===== config.mk =====
export PLATFORM = sky130hd
export DESIGN_NAME = first_order_block_heun_antiwindup_core_flat
export DESIGN_NICKNAME = d
export VERILOG_FILES = /design/src/fobh_pkg.sv /design/src/fobh_req_if.sv /design/src/fobh_rsp_if.sv /design/src/fobh_csr.sv /design/src/fobh_mul.sv /design/src/first_order_block_heun_antiwindup_core.sv /design/src/flat_wrapper.sv
export SDC_FILE = /design/constraint.sdc
export NUM_CORES = 2
export LEC_CHECK = 0
export BUFFER_PORTS_ARGS = -buffer_cell sky130_fd_sc_hd__buf_4
export CAP_MARGIN = 10
export CORE_MARGIN = 10
export CORE_UTILIZATION = 50
export CTS_BUF_LIST = sky130_fd_sc_hd__clkbuf_2 sky130_fd_sc_hd__clkbuf_4 sky130_fd_sc_hd__clkbuf_8
export DETAILED_ROUTE_END_ITERATION = 10
export HOLD_SLACK_MARGIN = 0.1
export PLACE_DENSITY = 0.66
export SLEW_MARGIN = 20
export SYNTH_ARGS = -nofsm -noshare
export SYNTH_HDL_FRONTEND = slang
export SYNTH_HIERARCHICAL = 1
export SYNTH_SLANG_ARGS = --single-unit

===== constraint.sdc =====
create_clock -name clock -period 10.8 [get_ports clock]
set_clock_uncertainty 0.05 [all_clocks]
set_input_delay 0.54 -clock clock [delete_from_list [all_inputs] [get_ports clock]]
set_output_delay 0.54 -clock clock [all_outputs]
set_load 0.05 [all_outputs]

===== src/fobh_pkg.sv =====
// ----------------------------------------------------------------------------
// fobh_pkg
// Shared types, constants and helpers for the first-order Heun block with
// anti-windup clamping.
// ----------------------------------------------------------------------------
package fobh_pkg;

   // Field widths
   localparam int unsigned SIG_W    = 32;  // Q16.16 signals
   localparam int unsigned COEF_W   = 32;  // Q8.24 coefficients
   localparam int unsigned DT_W     = 31;  // unsigned Q7.24 step
   localparam int unsigned STATUS_W = 2;
   localparam int unsigned PROD_W   = 40;  // product after dropping 24 fraction bits
   localparam int unsigned SUM_W    = 42;  // headroom for saturating adds
   localparam int unsigned CSR_IDX_W = 3;

   // Register indexes
   typedef enum logic [CSR_IDX_W-1:0] {
      CSR_COEF_A    = 3'd0,
      CSR_COEF_B    = 3'd1,
      CSR_COEF_D    = 3'd2,
      CSR_TIME_STEP = 3'd3,
      CSR_STATE_MIN = 3'd4,
      CSR_STATE_MAX = 3'd5,
      CSR_OUT_MIN   = 3'd6,
      CSR_OUT_MAX   = 3'd7
   } csr_index_type;

   // Reset values
   localparam logic signed [SIG_W-1:0] SIG_MIN = 32'sh8000_0000;
   localparam logic signed [SIG_W-1:0] SIG_MAX = 32'sh7FFF_FFFF;
   localparam logic signed [COEF_W-1:0] COEF_ONE = 32'sh0100_0000;
   localparam logic [DT_W-1:0] DT_RESET = 31'd167772;

   // Clamp status codes
   localparam logic [STATUS_W-1:0] STATUS_FREE = 2'd0;
   localparam logic [STATUS_W-1:0] STATUS_MIN  = 2'd1;
   localparam logic [STATUS_W-1:0] STATUS_MAX  = 2'd2;

   // Configuration bundle
   typedef struct packed {
      logic signed [COEF_W-1:0] coef_a;
      logic signed [COEF_W-1:0] coef_b;
      logic signed [COEF_W-1:0] coef_d;
      logic [DT_W-1:0]          time_step;
      logic signed [SIG_W-1:0]  state_min;
      logic signed [SIG_W-1:0]  state_max;
      logic signed [SIG_W-1:0]  out_min;
      logic signed [SIG_W-1:0]  out_max;
   } csr_type;

   // Saturate a wide signed value to Q16.16
   function automatic logic signed [SIG_W-1:0] sat32(input logic signed [SUM_W-1:0] v);
      logic signed [SIG_W-1:0] r;
      if (v[SUM_W-1:SIG_W-1] == {(SUM_W-SIG_W+1){v[SUM_W-1]}}) begin
         r = v[SIG_W-1:0];
      end else if (v[SUM_W-1]) begin
         r = SIG_MIN;
      end else begin
         r = SIG_MAX;
      end
      return r;
   endfunction

endpackage


===== src/fobh_req_if.sv =====
// ----------------------------------------------------------------------------
// fobh_req_if
// Input channel: one sample per transfer.
// ----------------------------------------------------------------------------
interface fobh_req_if;
   logic                                 valid;
   logic                                 ready;
   logic signed [fobh_pkg::SIG_W-1:0]    sample_in;

   modport source (output valid, output sample_in, input ready);
   modport sink   (input valid, input sample_in, output ready);
endinterface


===== src/fobh_rsp_if.sv =====
// ----------------------------------------------------------------------------
// fobh_rsp_if
// Result channel: new state, clamped drive and clamp status per transfer.
// ----------------------------------------------------------------------------
interface fobh_rsp_if;
   logic                                 valid;
   logic                                 ready;
   logic signed [fobh_pkg::SIG_W-1:0]    state_out;
   logic signed [fobh_pkg::SIG_W-1:0]    drive_out;
   logic [fobh_pkg::STATUS_W-1:0]        clamp_status;

   modport source (output valid, output state_out, output drive_out,
                   output clamp_status, input ready);
   modport sink   (input valid, input state_out, input drive_out,
                   input clamp_status, output ready);
endinterface


===== src/fobh_csr.sv =====
// ----------------------------------------------------------------------------
// fobh_csr
// Configuration register file, write-only, one register per index.
// ----------------------------------------------------------------------------
module fobh_csr (
   input  logic                               clock,
   input  logic                               reset,
   input  logic                               csr_wr_en,
   input  logic [fobh_pkg::CSR_IDX_W-1:0]     csr_index,
   input  logic [fobh_pkg::SIG_W-1:0]         csr_wdata,
   output fobh_pkg::csr_type                  cfg
);

   fobh_pkg::csr_type cfg_ff;

   // Register writes
   always_ff @(posedge clock) begin
      if (reset) begin
         cfg_ff.coef_a    <= '0;
         cfg_ff.coef_b    <= fobh_pkg::COEF_ONE;
         cfg_ff.coef_d    <= fobh_pkg::COEF_ONE;
         cfg_ff.time_step <= fobh_pkg::DT_RESET;
         cfg_ff.state_min <= fobh_pkg::SIG_MIN;
         cfg_ff.state_max <= fobh_pkg::SIG_MAX;
         cfg_ff.out_min   <= fobh_pkg::SIG_MIN;
         cfg_ff.out_max   <= fobh_pkg::SIG_MAX;
      end else if (csr_wr_en) begin
         unique case (fobh_pkg::csr_index_type'(csr_index))
            fobh_pkg::CSR_COEF_A:    cfg_ff.coef_a    <= csr_wdata;
            fobh_pkg::CSR_COEF_B:    cfg_ff.coef_b    <= csr_wdata;
            fobh_pkg::CSR_COEF_D:    cfg_ff.coef_d    <= csr_wdata;
            fobh_pkg::CSR_TIME_STEP: cfg_ff.time_step <= csr_wdata[fobh_pkg::DT_W-1:0];
            fobh_pkg::CSR_STATE_MIN: cfg_ff.state_min <= csr_wdata;
            fobh_pkg::CSR_STATE_MAX: cfg_ff.state_max <= csr_wdata;
            fobh_pkg::CSR_OUT_MIN:   cfg_ff.out_min   <= csr_wdata;
            fobh_pkg::CSR_OUT_MAX:   cfg_ff.out_max   <= csr_wdata;
            default: ;
         endcase
      end
   end

   assign cfg = cfg_ff;

endmodule


===== src/fobh_mul.sv =====
// ----------------------------------------------------------------------------
// fobh_mul
// Shared signed 32x32 multiplier with registered, floor-shifted product.
// Drops 24 fraction bits, or 25 when the half flag folds in a factor of 0.5.
// ----------------------------------------------------------------------------
module fobh_mul (
   input  logic                                   clock,
   input  logic signed [fobh_pkg::COEF_W-1:0]     op_a,
   input  logic signed [fobh_pkg::SIG_W-1:0]      op_b,
   input  logic                                   half,
   output logic signed [fobh_pkg::PROD_W-1:0]     product
);

   localparam int unsigned FULL_W = fobh_pkg::COEF_W + fobh_pkg::SIG_W;

   logic signed [FULL_W-1:0]            full_in;
   logic signed [fobh_pkg::PROD_W-1:0]  product_in;
   logic signed [fobh_pkg::PROD_W-1:0]  product_ff;

   // Taking the upper bits of a two's complement product is a floor shift
   always_comb begin
      full_in = op_a * op_b;
      if (half) begin
         product_in = {full_in[FULL_W-1], full_in[FULL_W-1:25]};
      end else begin
         product_in = full_in[FULL_W-1:24];
      end
   end

   always_ff @(posedge clock) begin
      product_ff <= product_in;
   end

   assign product = product_ff;

endmodule


===== src/first_order_block_heun_antiwindup_core.sv =====
// ----------------------------------------------------------------------------
// first_order_block_heun_antiwindup_core
// First-order state block: Heun integration of dx = A*x + B*u with
// anti-windup state clamp and clamped output y = x + D*u.
// ----------------------------------------------------------------------------
// One sample is taken per step. Six multiplies run in turn through a single
// shared 32x32 multiplier with a registered product, and the Heun corrector
// needs the predictor result before it can start, so a step walks ten
// sequencer states; the block takes no new sample until the step is done
// and it is back in idle. The result sits in an output register; the block
// accepts the next sample while it waits and only stalls in its last state
// if the previous result has not yet been taken.
// All arithmetic is Q16.16 signals, Q8.24 coefficients, floor rounding and
// saturation to 32 bits after every add. Limits at the full 32-bit range
// never clamp. Configuration is written through a plain write port; the user
// must write it only while the block is idle, which the block does not enforce.
// ----------------------------------------------------------------------------
module first_order_block_heun_antiwindup_core (
   input  logic                               clock,
   input  logic                               reset,
   fobh_req_if.sink                           req_ch,
   fobh_rsp_if.source                         rsp_ch,
   input  logic                               csr_wr_en,
   input  logic [fobh_pkg::CSR_IDX_W-1:0]     csr_index,
   input  logic [fobh_pkg::SIG_W-1:0]         csr_wdata
);

   localparam int unsigned SIG_W  = fobh_pkg::SIG_W;
   localparam int unsigned PROD_W = fobh_pkg::PROD_W;
   localparam int unsigned SUM_W  = fobh_pkg::SUM_W;

   typedef enum logic [3:0] {
      ST_IDLE,
      ST_AX,    // issue A*x
      ST_BU,    // issue B*u
      ST_DU,    // issue D*u, form d0
      ST_DT0,   // issue dt*d0
      ST_PX,    // form predictor px
      ST_APX,   // issue A*px
      ST_S,     // form corrected slope s
      ST_DTS,   // issue dt*s/2
      ST_C,     // form c, clamp state
      ST_Y      // form output, load result
   } state_type;

   fobh_pkg::csr_type cfg;

   state_type                 state_ff;
   logic signed [SIG_W-1:0]   u_ff;
   logic signed [SIG_W-1:0]   x_ff;
   logic                      min_ff;
   logic                      max_ff;
   logic signed [PROD_W-1:0]  pa_ff;
   logic signed [PROD_W-1:0]  pb_ff;
   logic signed [SIG_W-1:0]   d0_ff;
   logic signed [SIG_W-1:0]   pd_ff;
   logic signed [SIG_W-1:0]   px_ff;
   logic signed [SIG_W-1:0]   s_ff;
   logic                      rsp_valid_ff;
   logic signed [SIG_W-1:0]   rsp_state_ff;
   logic signed [SIG_W-1:0]   rsp_drive_ff;
   logic [fobh_pkg::STATUS_W-1:0] rsp_status_ff;

   logic signed [fobh_pkg::COEF_W-1:0] mul_a;
   logic signed [SIG_W-1:0]   mul_b;
   logic                      mul_half;
   logic signed [PROD_W-1:0]  prod;

   logic signed [SIG_W-1:0]   d0_in;
   logic signed [SIG_W-1:0]   px_in;
   logic signed [SIG_W-1:0]   t_in;
   logic signed [SIG_W-1:0]   s_in;
   logic signed [SIG_W-1:0]   c_in;
   logic signed [SIG_W-1:0]   x_in;
   logic                      min_in;
   logic                      max_in;
   logic signed [SIG_W-1:0]   ysum_in;
   logic signed [SIG_W-1:0]   y_in;
   logic                      out_free;
   logic [fobh_pkg::STATUS_W-1:0] status_in;

   fobh_csr u_csr (
      .clock     (clock),
      .reset     (reset),
      .csr_wr_en (csr_wr_en),
      .csr_index (csr_index),
      .csr_wdata (csr_wdata),
      .cfg       (cfg)
   );

   // Multiplier operand select
   always_comb begin
      mul_a    = '0;
      mul_b    = '0;
      mul_half = 1'b0;
      unique case (state_ff)
         ST_AX:  begin mul_a = cfg.coef_a; mul_b = x_ff; end
         ST_BU:  begin mul_a = cfg.coef_b; mul_b = u_ff; end
         ST_DU:  begin mul_a = cfg.coef_d; mul_b = u_ff; end
         ST_DT0: begin mul_a = SIG_W'({1'b0, cfg.time_step}); mul_b = d0_ff; end
         ST_APX: begin mul_a = cfg.coef_a; mul_b = px_ff; end
         ST_DTS: begin
            mul_a    = SIG_W'({1'b0, cfg.time_step});
            mul_b    = s_ff;
            mul_half = 1'b1;
         end
         default: ;
      endcase
   end

   fobh_mul u_mul (
      .clock   (clock),
      .op_a    (mul_a),
      .op_b    (mul_b),
      .half    (mul_half),
      .product (prod)
   );

   // Saturating adds on the product register
   always_comb begin
      d0_in = fobh_pkg::sat32(SUM_W'(pa_ff) + SUM_W'(prod));
      px_in = fobh_pkg::sat32(SUM_W'(x_ff) + SUM_W'(prod));
      t_in  = fobh_pkg::sat32(SUM_W'(prod) + SUM_W'(pb_ff));
      s_in  = fobh_pkg::sat32(SUM_W'(t_in) + SUM_W'(d0_ff));
      c_in  = fobh_pkg::sat32(SUM_W'(x_ff) + SUM_W'(prod));
   end

   // Anti-windup clamp: a held state is released only on an inward slope
   always_comb begin
      x_in   = c_in;
      min_in = min_ff;
      max_in = max_ff;
      priority if (min_ff) begin
         if (s_ff > 0) begin
            min_in = 1'b0;
         end else begin
            x_in = cfg.state_min;
         end
      end else if (max_ff) begin
         if (s_ff < 0) begin
            max_in = 1'b0;
         end else begin
            x_in = cfg.state_max;
         end
      end else if (c_in > cfg.state_max) begin
         x_in   = cfg.state_max;
         max_in = 1'b1;
      end else if (c_in < cfg.state_min) begin
         x_in   = cfg.state_min;
         min_in = 1'b1;
      end else begin
         x_in = c_in;
      end
   end

   // Output drive and clamp status
   always_comb begin
      ysum_in = fobh_pkg::sat32(SUM_W'(x_ff) + SUM_W'(pd_ff));
      priority if (ysum_in < cfg.out_min) begin
         y_in = cfg.out_min;
      end else if (ysum_in > cfg.out_max) begin
         y_in = cfg.out_max;
      end else begin
         y_in = ysum_in;
      end
      priority if (min_ff) begin
         status_in = fobh_pkg::STATUS_MIN;
      end else if (max_ff) begin
         status_in = fobh_pkg::STATUS_MAX;
      end else begin
         status_in = fobh_pkg::STATUS_FREE;
      end
      out_free = !rsp_valid_ff || rsp_ch.ready;
   end

   // Sequencer with its datapath registers
   always_ff @(posedge clock) begin
      if (reset) begin
         state_ff     <= ST_IDLE;
         rsp_valid_ff <= 1'b0;
         x_ff         <= '0;
         min_ff       <= 1'b0;
         max_ff       <= 1'b0;
      end else begin
         // result valid: set on a finished step, cleared on a transfer
         if (state_ff == ST_Y && out_free) begin
            rsp_valid_ff <= 1'b1;
         end else if (rsp_ch.ready) begin
            rsp_valid_ff <= 1'b0;
         end
         unique case (state_ff)
            ST_IDLE: begin
               if (req_ch.valid) begin
                  u_ff     <= req_ch.sample_in;
                  state_ff <= ST_AX;
               end
            end
            ST_AX:  state_ff <= ST_BU;
            ST_BU: begin
               pa_ff    <= prod;
               state_ff <= ST_DU;
            end
            ST_DU: begin
               pb_ff    <= prod;
               d0_ff    <= d0_in;
               state_ff <= ST_DT0;
            end
            ST_DT0: begin
               pd_ff    <= fobh_pkg::sat32(SUM_W'(prod));
               state_ff <= ST_PX;
            end
            ST_PX: begin
               px_ff    <= px_in;
               state_ff <= ST_APX;
            end
            ST_APX: state_ff <= ST_S;
            ST_S: begin
               s_ff     <= s_in;
               state_ff <= ST_DTS;
            end
            ST_DTS: state_ff <= ST_C;
            ST_C: begin
               x_ff     <= x_in;
               min_ff   <= min_in;
               max_ff   <= max_in;
               state_ff <= ST_Y;
            end
            ST_Y: begin
               if (out_free) begin
                  rsp_state_ff  <= x_ff;
                  rsp_drive_ff  <= y_in;
                  rsp_status_ff <= status_in;
                  state_ff      <= ST_IDLE;
               end
            end
            default: state_ff <= ST_IDLE;
         endcase
      end
   end

   assign req_ch.ready        = (state_ff == ST_IDLE);
   assign rsp_ch.valid        = rsp_valid_ff;
   assign rsp_ch.state_out    = rsp_state_ff;
   assign rsp_ch.drive_out    = rsp_drive_ff;
   assign rsp_ch.clamp_status = rsp_status_ff;

   // Checks
   a_flags_exclusive: assert property (@(posedge clock) disable iff (reset)
      !(min_ff && max_ff))
      else $error("state held at both limits");

   a_accept_starts: assert property (@(posedge clock) disable iff (reset)
      (req_ch.valid && req_ch.ready) |=> (state_ff == ST_AX))
      else $error("accepted sample did not start the sequence");

   a_result_loads: assert property (@(posedge clock) disable iff (reset)
      (state_ff == ST_Y && out_free) |=> (rsp_valid_ff && state_ff == ST_IDLE))
      else $error("finished step did not load a result");

   a_status_code: assert property (@(posedge clock) disable iff (reset)
      rsp_valid_ff |-> (rsp_status_ff == fobh_pkg::STATUS_FREE ||
                        rsp_status_ff == fobh_pkg::STATUS_MIN ||
                        rsp_status_ff == fobh_pkg::STATUS_MAX))
      else $error("undefined clamp status code");

endmodule

===== src/flat_wrapper.sv =====
// flat-port wrapper written by rule: the top's interface ports become plain ports
module first_order_block_heun_antiwindup_core_flat 
  (clock, reset, csr_wr_en, csr_index, csr_wdata, req_ch_valid, req_ch_sample_in, req_ch_ready, rsp_ch_valid, rsp_ch_state_out, rsp_ch_drive_out, rsp_ch_clamp_status, rsp_ch_ready);
  fobh_req_if req_ch_i ();
  fobh_rsp_if rsp_ch_i ();
  input  logic clock;
  input  logic reset;
  input  logic csr_wr_en;
  input  logic [fobh_pkg::CSR_IDX_W-1:0] csr_index;
  input  logic [fobh_pkg::SIG_W-1:0] csr_wdata;
  input wire logic [$bits(req_ch_i.valid)-1:0] req_ch_valid;
  input wire logic [$bits(req_ch_i.sample_in)-1:0] req_ch_sample_in;
  output wire logic [$bits(req_ch_i.ready)-1:0] req_ch_ready;
  output wire logic [$bits(rsp_ch_i.valid)-1:0] rsp_ch_valid;
  output wire logic [$bits(rsp_ch_i.state_out)-1:0] rsp_ch_state_out;
  output wire logic [$bits(rsp_ch_i.drive_out)-1:0] rsp_ch_drive_out;
  output wire logic [$bits(rsp_ch_i.clamp_status)-1:0] rsp_ch_clamp_status;
  input wire logic [$bits(rsp_ch_i.ready)-1:0] rsp_ch_ready;
  assign req_ch_i.valid = req_ch_valid;
  assign req_ch_i.sample_in = req_ch_sample_in;
  assign req_ch_ready = req_ch_i.ready;
  assign rsp_ch_valid = rsp_ch_i.valid;
  assign rsp_ch_state_out = rsp_ch_i.state_out;
  assign rsp_ch_drive_out = rsp_ch_i.drive_out;
  assign rsp_ch_clamp_status = rsp_ch_i.clamp_status;
  assign rsp_ch_i.ready = rsp_ch_ready;
  first_order_block_heun_antiwindup_core u_core (.clock(clock), .reset(reset), .req_ch(req_ch_i), .rsp_ch(rsp_ch_i), .csr_wr_en(csr_wr_en), .csr_index(csr_index), .csr_wdata(csr_wdata));
endmodule

==> impl_metrics.toml <==
[routing]
vias = 59000
drt_iter0_drc = 5626
drt-total-wl_mm = 241
antenna_left = 0
routedWlPerCell_um = 23.7
avgViaCountPerCell = 5.82
drc = 0
drt_pre_antenna_iters = 8

[worst_setup_path]
slowest_stage = "nand3_1"
cp_common_cell = "fa_1"
worst-path-max-fanout = 32
cp.depth = 25
cp_num_buf_inv = 3
path_class = "reg -> reg"
cp_data_required_time_ns = 11.45
arrival_ns = 11.12
cp_top_family = "adder cells"
ff2ff_path_depth = 25
end_kind = "flop"
startpoint_type = "flop"
max_stage_delay_ns = 0.91

[finish]
regArea_sq_um = 15900
finalNonFillerCells = 10100
nets = 9679
nFillCells = 13700
multiInputGateArea_sq_um = 54100
areaGrowthSynthToFinish_pct = 8.87
final_cell_mix = "inv_1, fa_1, nand2_1"
stdcell_area_sq_um = 82500
final_common_cell = "inv_1"
layout-drive-gt1-share = 0.0792

[logic_synthesis]
synth-main-ff-cell = "dfxtp_1"
yosys_warnings = 6
synth-edff-count = 306
syn_nets = 9580
syn_inst = 7930
syn_avg_cell_area_sq_um = 9.56
netlist_area_sq_um = 75800
yosysSeqAreaShare = 0.209
ys_ff_latch = 640
synth_cell_types = 110
async_reset_ff_frac = 0

[pwr]
power_mw = 10.6
seqPwrFrac = 0.284
power.switching_mw = 4.50
irDropWorstVdd_mv = 0.142
p_int_mw = 6.06
p_per_area_nw_per_um2 = 128
power_leakage_nw = 39.5
power_switching_share = 0.426
comb_power_share = 0.483
p_clk_frac = 0.234

[placement]
place_hpwl_mm = 189
port_buffers = 139
placed_area_sq_um = 79400
dp_cells = 9869
place.gp.congestion = 1.02

[die]
core_area_sq_um = 150000
row_count = 142
ios = 140
die_area_sq_um = 168000
start_util = 0.504
die_y_um = 409
die_w_um = 409

[clocking]
clock_latency_ns = 0.85
cts_made_buffers = 104
cts_tree = "done"
ctsRootBufferMaster = "clkbuf_8"
h-tree-depth = 3
numClockSinks = 640
clk_pin_slew_ns = 0.07
clk_path_buf_depth = 3

[sta]
setup_tns_ns = 0
setup_violations = 0
fin_crit_sh = 0.969
maxSlewHeadroom = 0.243
fmax_mhz = 95.5
rsz0062_at_grt = "no"
worst_pin_slew_ns = 1.13
min_period_ns = 10.47
finalHoldViolCount = 0
slew_viol_final = 0

[flow_run]
max_cap_viol_count = 0

[grt]
grt_use_total = 0.284
grt-ovfl-total = 0
antenna_found_initial = 7
grt_pass1_wl_mm = 368
grt_pass1_vias = 60000
grt_max_degree = 201

[run_status]
status = "completed"

[worst_hold_path]
min_path_cells = 3
hp-class = "in -> reg"
-- per-stage QoR --
| stage | hold slack (ns) | worst slack (ns) | utilization |
|---|---|---|---|
| after floorplan | 0.356 | 1.38 | - |
| after global placement | 0.408 | 0.585 | 0.528 |
| after detailed placement | 0.414 | 0.289 | 0.528 |
| after CTS | 0.170 | 0.278 | 0.548 |
| after global routing | 0.238 | 0.0947 | 0.549 |
| final | 0.242 | 0.332 | 0.549 |
-- final timing paths --
kind | from | to | slack, ns
worst max-delay path | u_core/state_ff[2]$_SDFFE_PP0P_ | u_core/u_mul/product[29]$_DFF_P_ | 0.33
worst min-delay path | reset | u_core/u_csr/cfg[21]$_SDFFE_PP1P_ | 0.24
worst max register to register | u_core/state_ff[2]$_SDFFE_PP0P_ | u_core/u_mul/product[29]$_DFF_P_ | 0.33
worst min register to register | u_core/u_csr/cfg[39]$_SDFFE_PP0P_ | u_core/u_csr/cfg[39]$_SDFFE_PP0P_ | 0.42
-- power groups by stage --
stage,sequential (mW),combinational (mW),clock (mW)
global route,2.99,5.51,2.61
finish,3.00,5.09,2.47
CTS,2.99,4.99,2.50
detailed placement,3.04,4.94,0
global placement,3.04,4.88,0
floorplan,2.95,3.34,0
-- logic make-up (layout without fill, tap and decap cells) --
group | after synthesis | in the layout | share of synthesized area
AO/OA/AOI/OAI | 1272 | 1272 | 0.114
XOR/XNOR | 212 | 212 | 0.0245
adder cells (fa/ha/maj) | 1583 | 1583 | 0.369
buffers and inverters | 1550 | 1739 | 0.0787
flip-flops | 640 | 640 | 0.209
multiplexers | 398 | 398 | 0.0532
other | 0 | 6 | 0
AND/OR/NAND/NOR | 2275 | 2275 | 0.152
-- sequential cells by signal (all words and copies together), names as in the netlist --
signal,cells
u_core/u_csr/cfg,255
u_core/pa_ff,40
u_core/pb_ff,40
u_core/u_mul/product,40
u_core/d0_ff,32
u_core/pd_ff,32
u_core/px_ff,32
u_core/rsp_ch.drive_out,32
u_core/rsp_ch.state_out,32
u_core/s_ff,32
u_core/u_ff,32
u_core/x_ff,32
u_core/state_ff,4
u_core/rsp_ch.clamp_status,2
u_core/max_ff,1
u_core/min_ff,1
u_core/rsp_ch.valid,1
-- worst min-delay path, cell delays in order --
cell and delay [ns]:
buf_8 0.28, nor2_1 0.18, mux2i_1 0.07
-- metal layers --
| metal | GRT usage | routed length, um | up-vias |
|---|---|---|---|
| met5 | 0 | 0 | - |
| met4 | 0.105 | 10400 | 0 |
| met3 | 0.0436 | 18000 | 411 |
| met2 | 0.450 | 110000 | 2272 |
| met1 | 0.393 | 102000 | 30100 |
| li1 | - | - | 26300 |
-- cells in the mapped netlist, types with 9 or more instances --
cell type	n	area, sq um
clkbuf_1	353	1330
o21a_1	41	308
nor2b_1	43	269
xor2_1	85	744
a22oi_1	90	676
edfxtp_1	306	9190
mux2i_1	375	3750
ha_1	492	6160
nor4_1	23	144
buf_2	44	220
and2_1	526	3290
and3_1	35	219
a211o_1	12	105
o21ai_1	16	80.1
mux2_2	13	146
or3_1	14	87.6
nand2_1	767	2880
fa_1	1086	21700
a2111oi_0	9	78.8
o21ai_0	187	936
a21o_1	215	1610
nor3_1	46	230
nand2b_1	258	1610
dfxtp_1	334	6690
inv_1	1133	4250
o21bai_1	30	225
or2_2	19	119
nand4_1	70	438
a222oi_1	35	350
xnor2_1	127	1110
a31oi_1	72	450
o221ai_1	33	289
a21oi_1	329	1650
o211ai_1	42	315
nor2_1	301	1130
o31ai_1	12	90.1
nor3b_1	9	67.6
buf_6	10	113
a211oi_1	27	203
nand3_1	122	611
-- final cells by class --
cell class / count / share of cell area
sequential: 640 / 0.192
timing repair buffer: 409 / 0.0403
inverter: 1134 / 0.0516
antenna: 6 / 0.000182
clock inverter: 42 / 0.00546
tap: 2016 / 0.0306
clock buffer: 154 / 0.0236
multi-input combinational: 5740 / 0.656
-- repair_timing --
item	CTS	global route
hold buffers	65	0
endpoints found under the hold margin	121	0
resized for setup	0	5
endpoints found under the setup margin	0	13
setup buffers	0	5
Power figures use the tool's default switching activity.
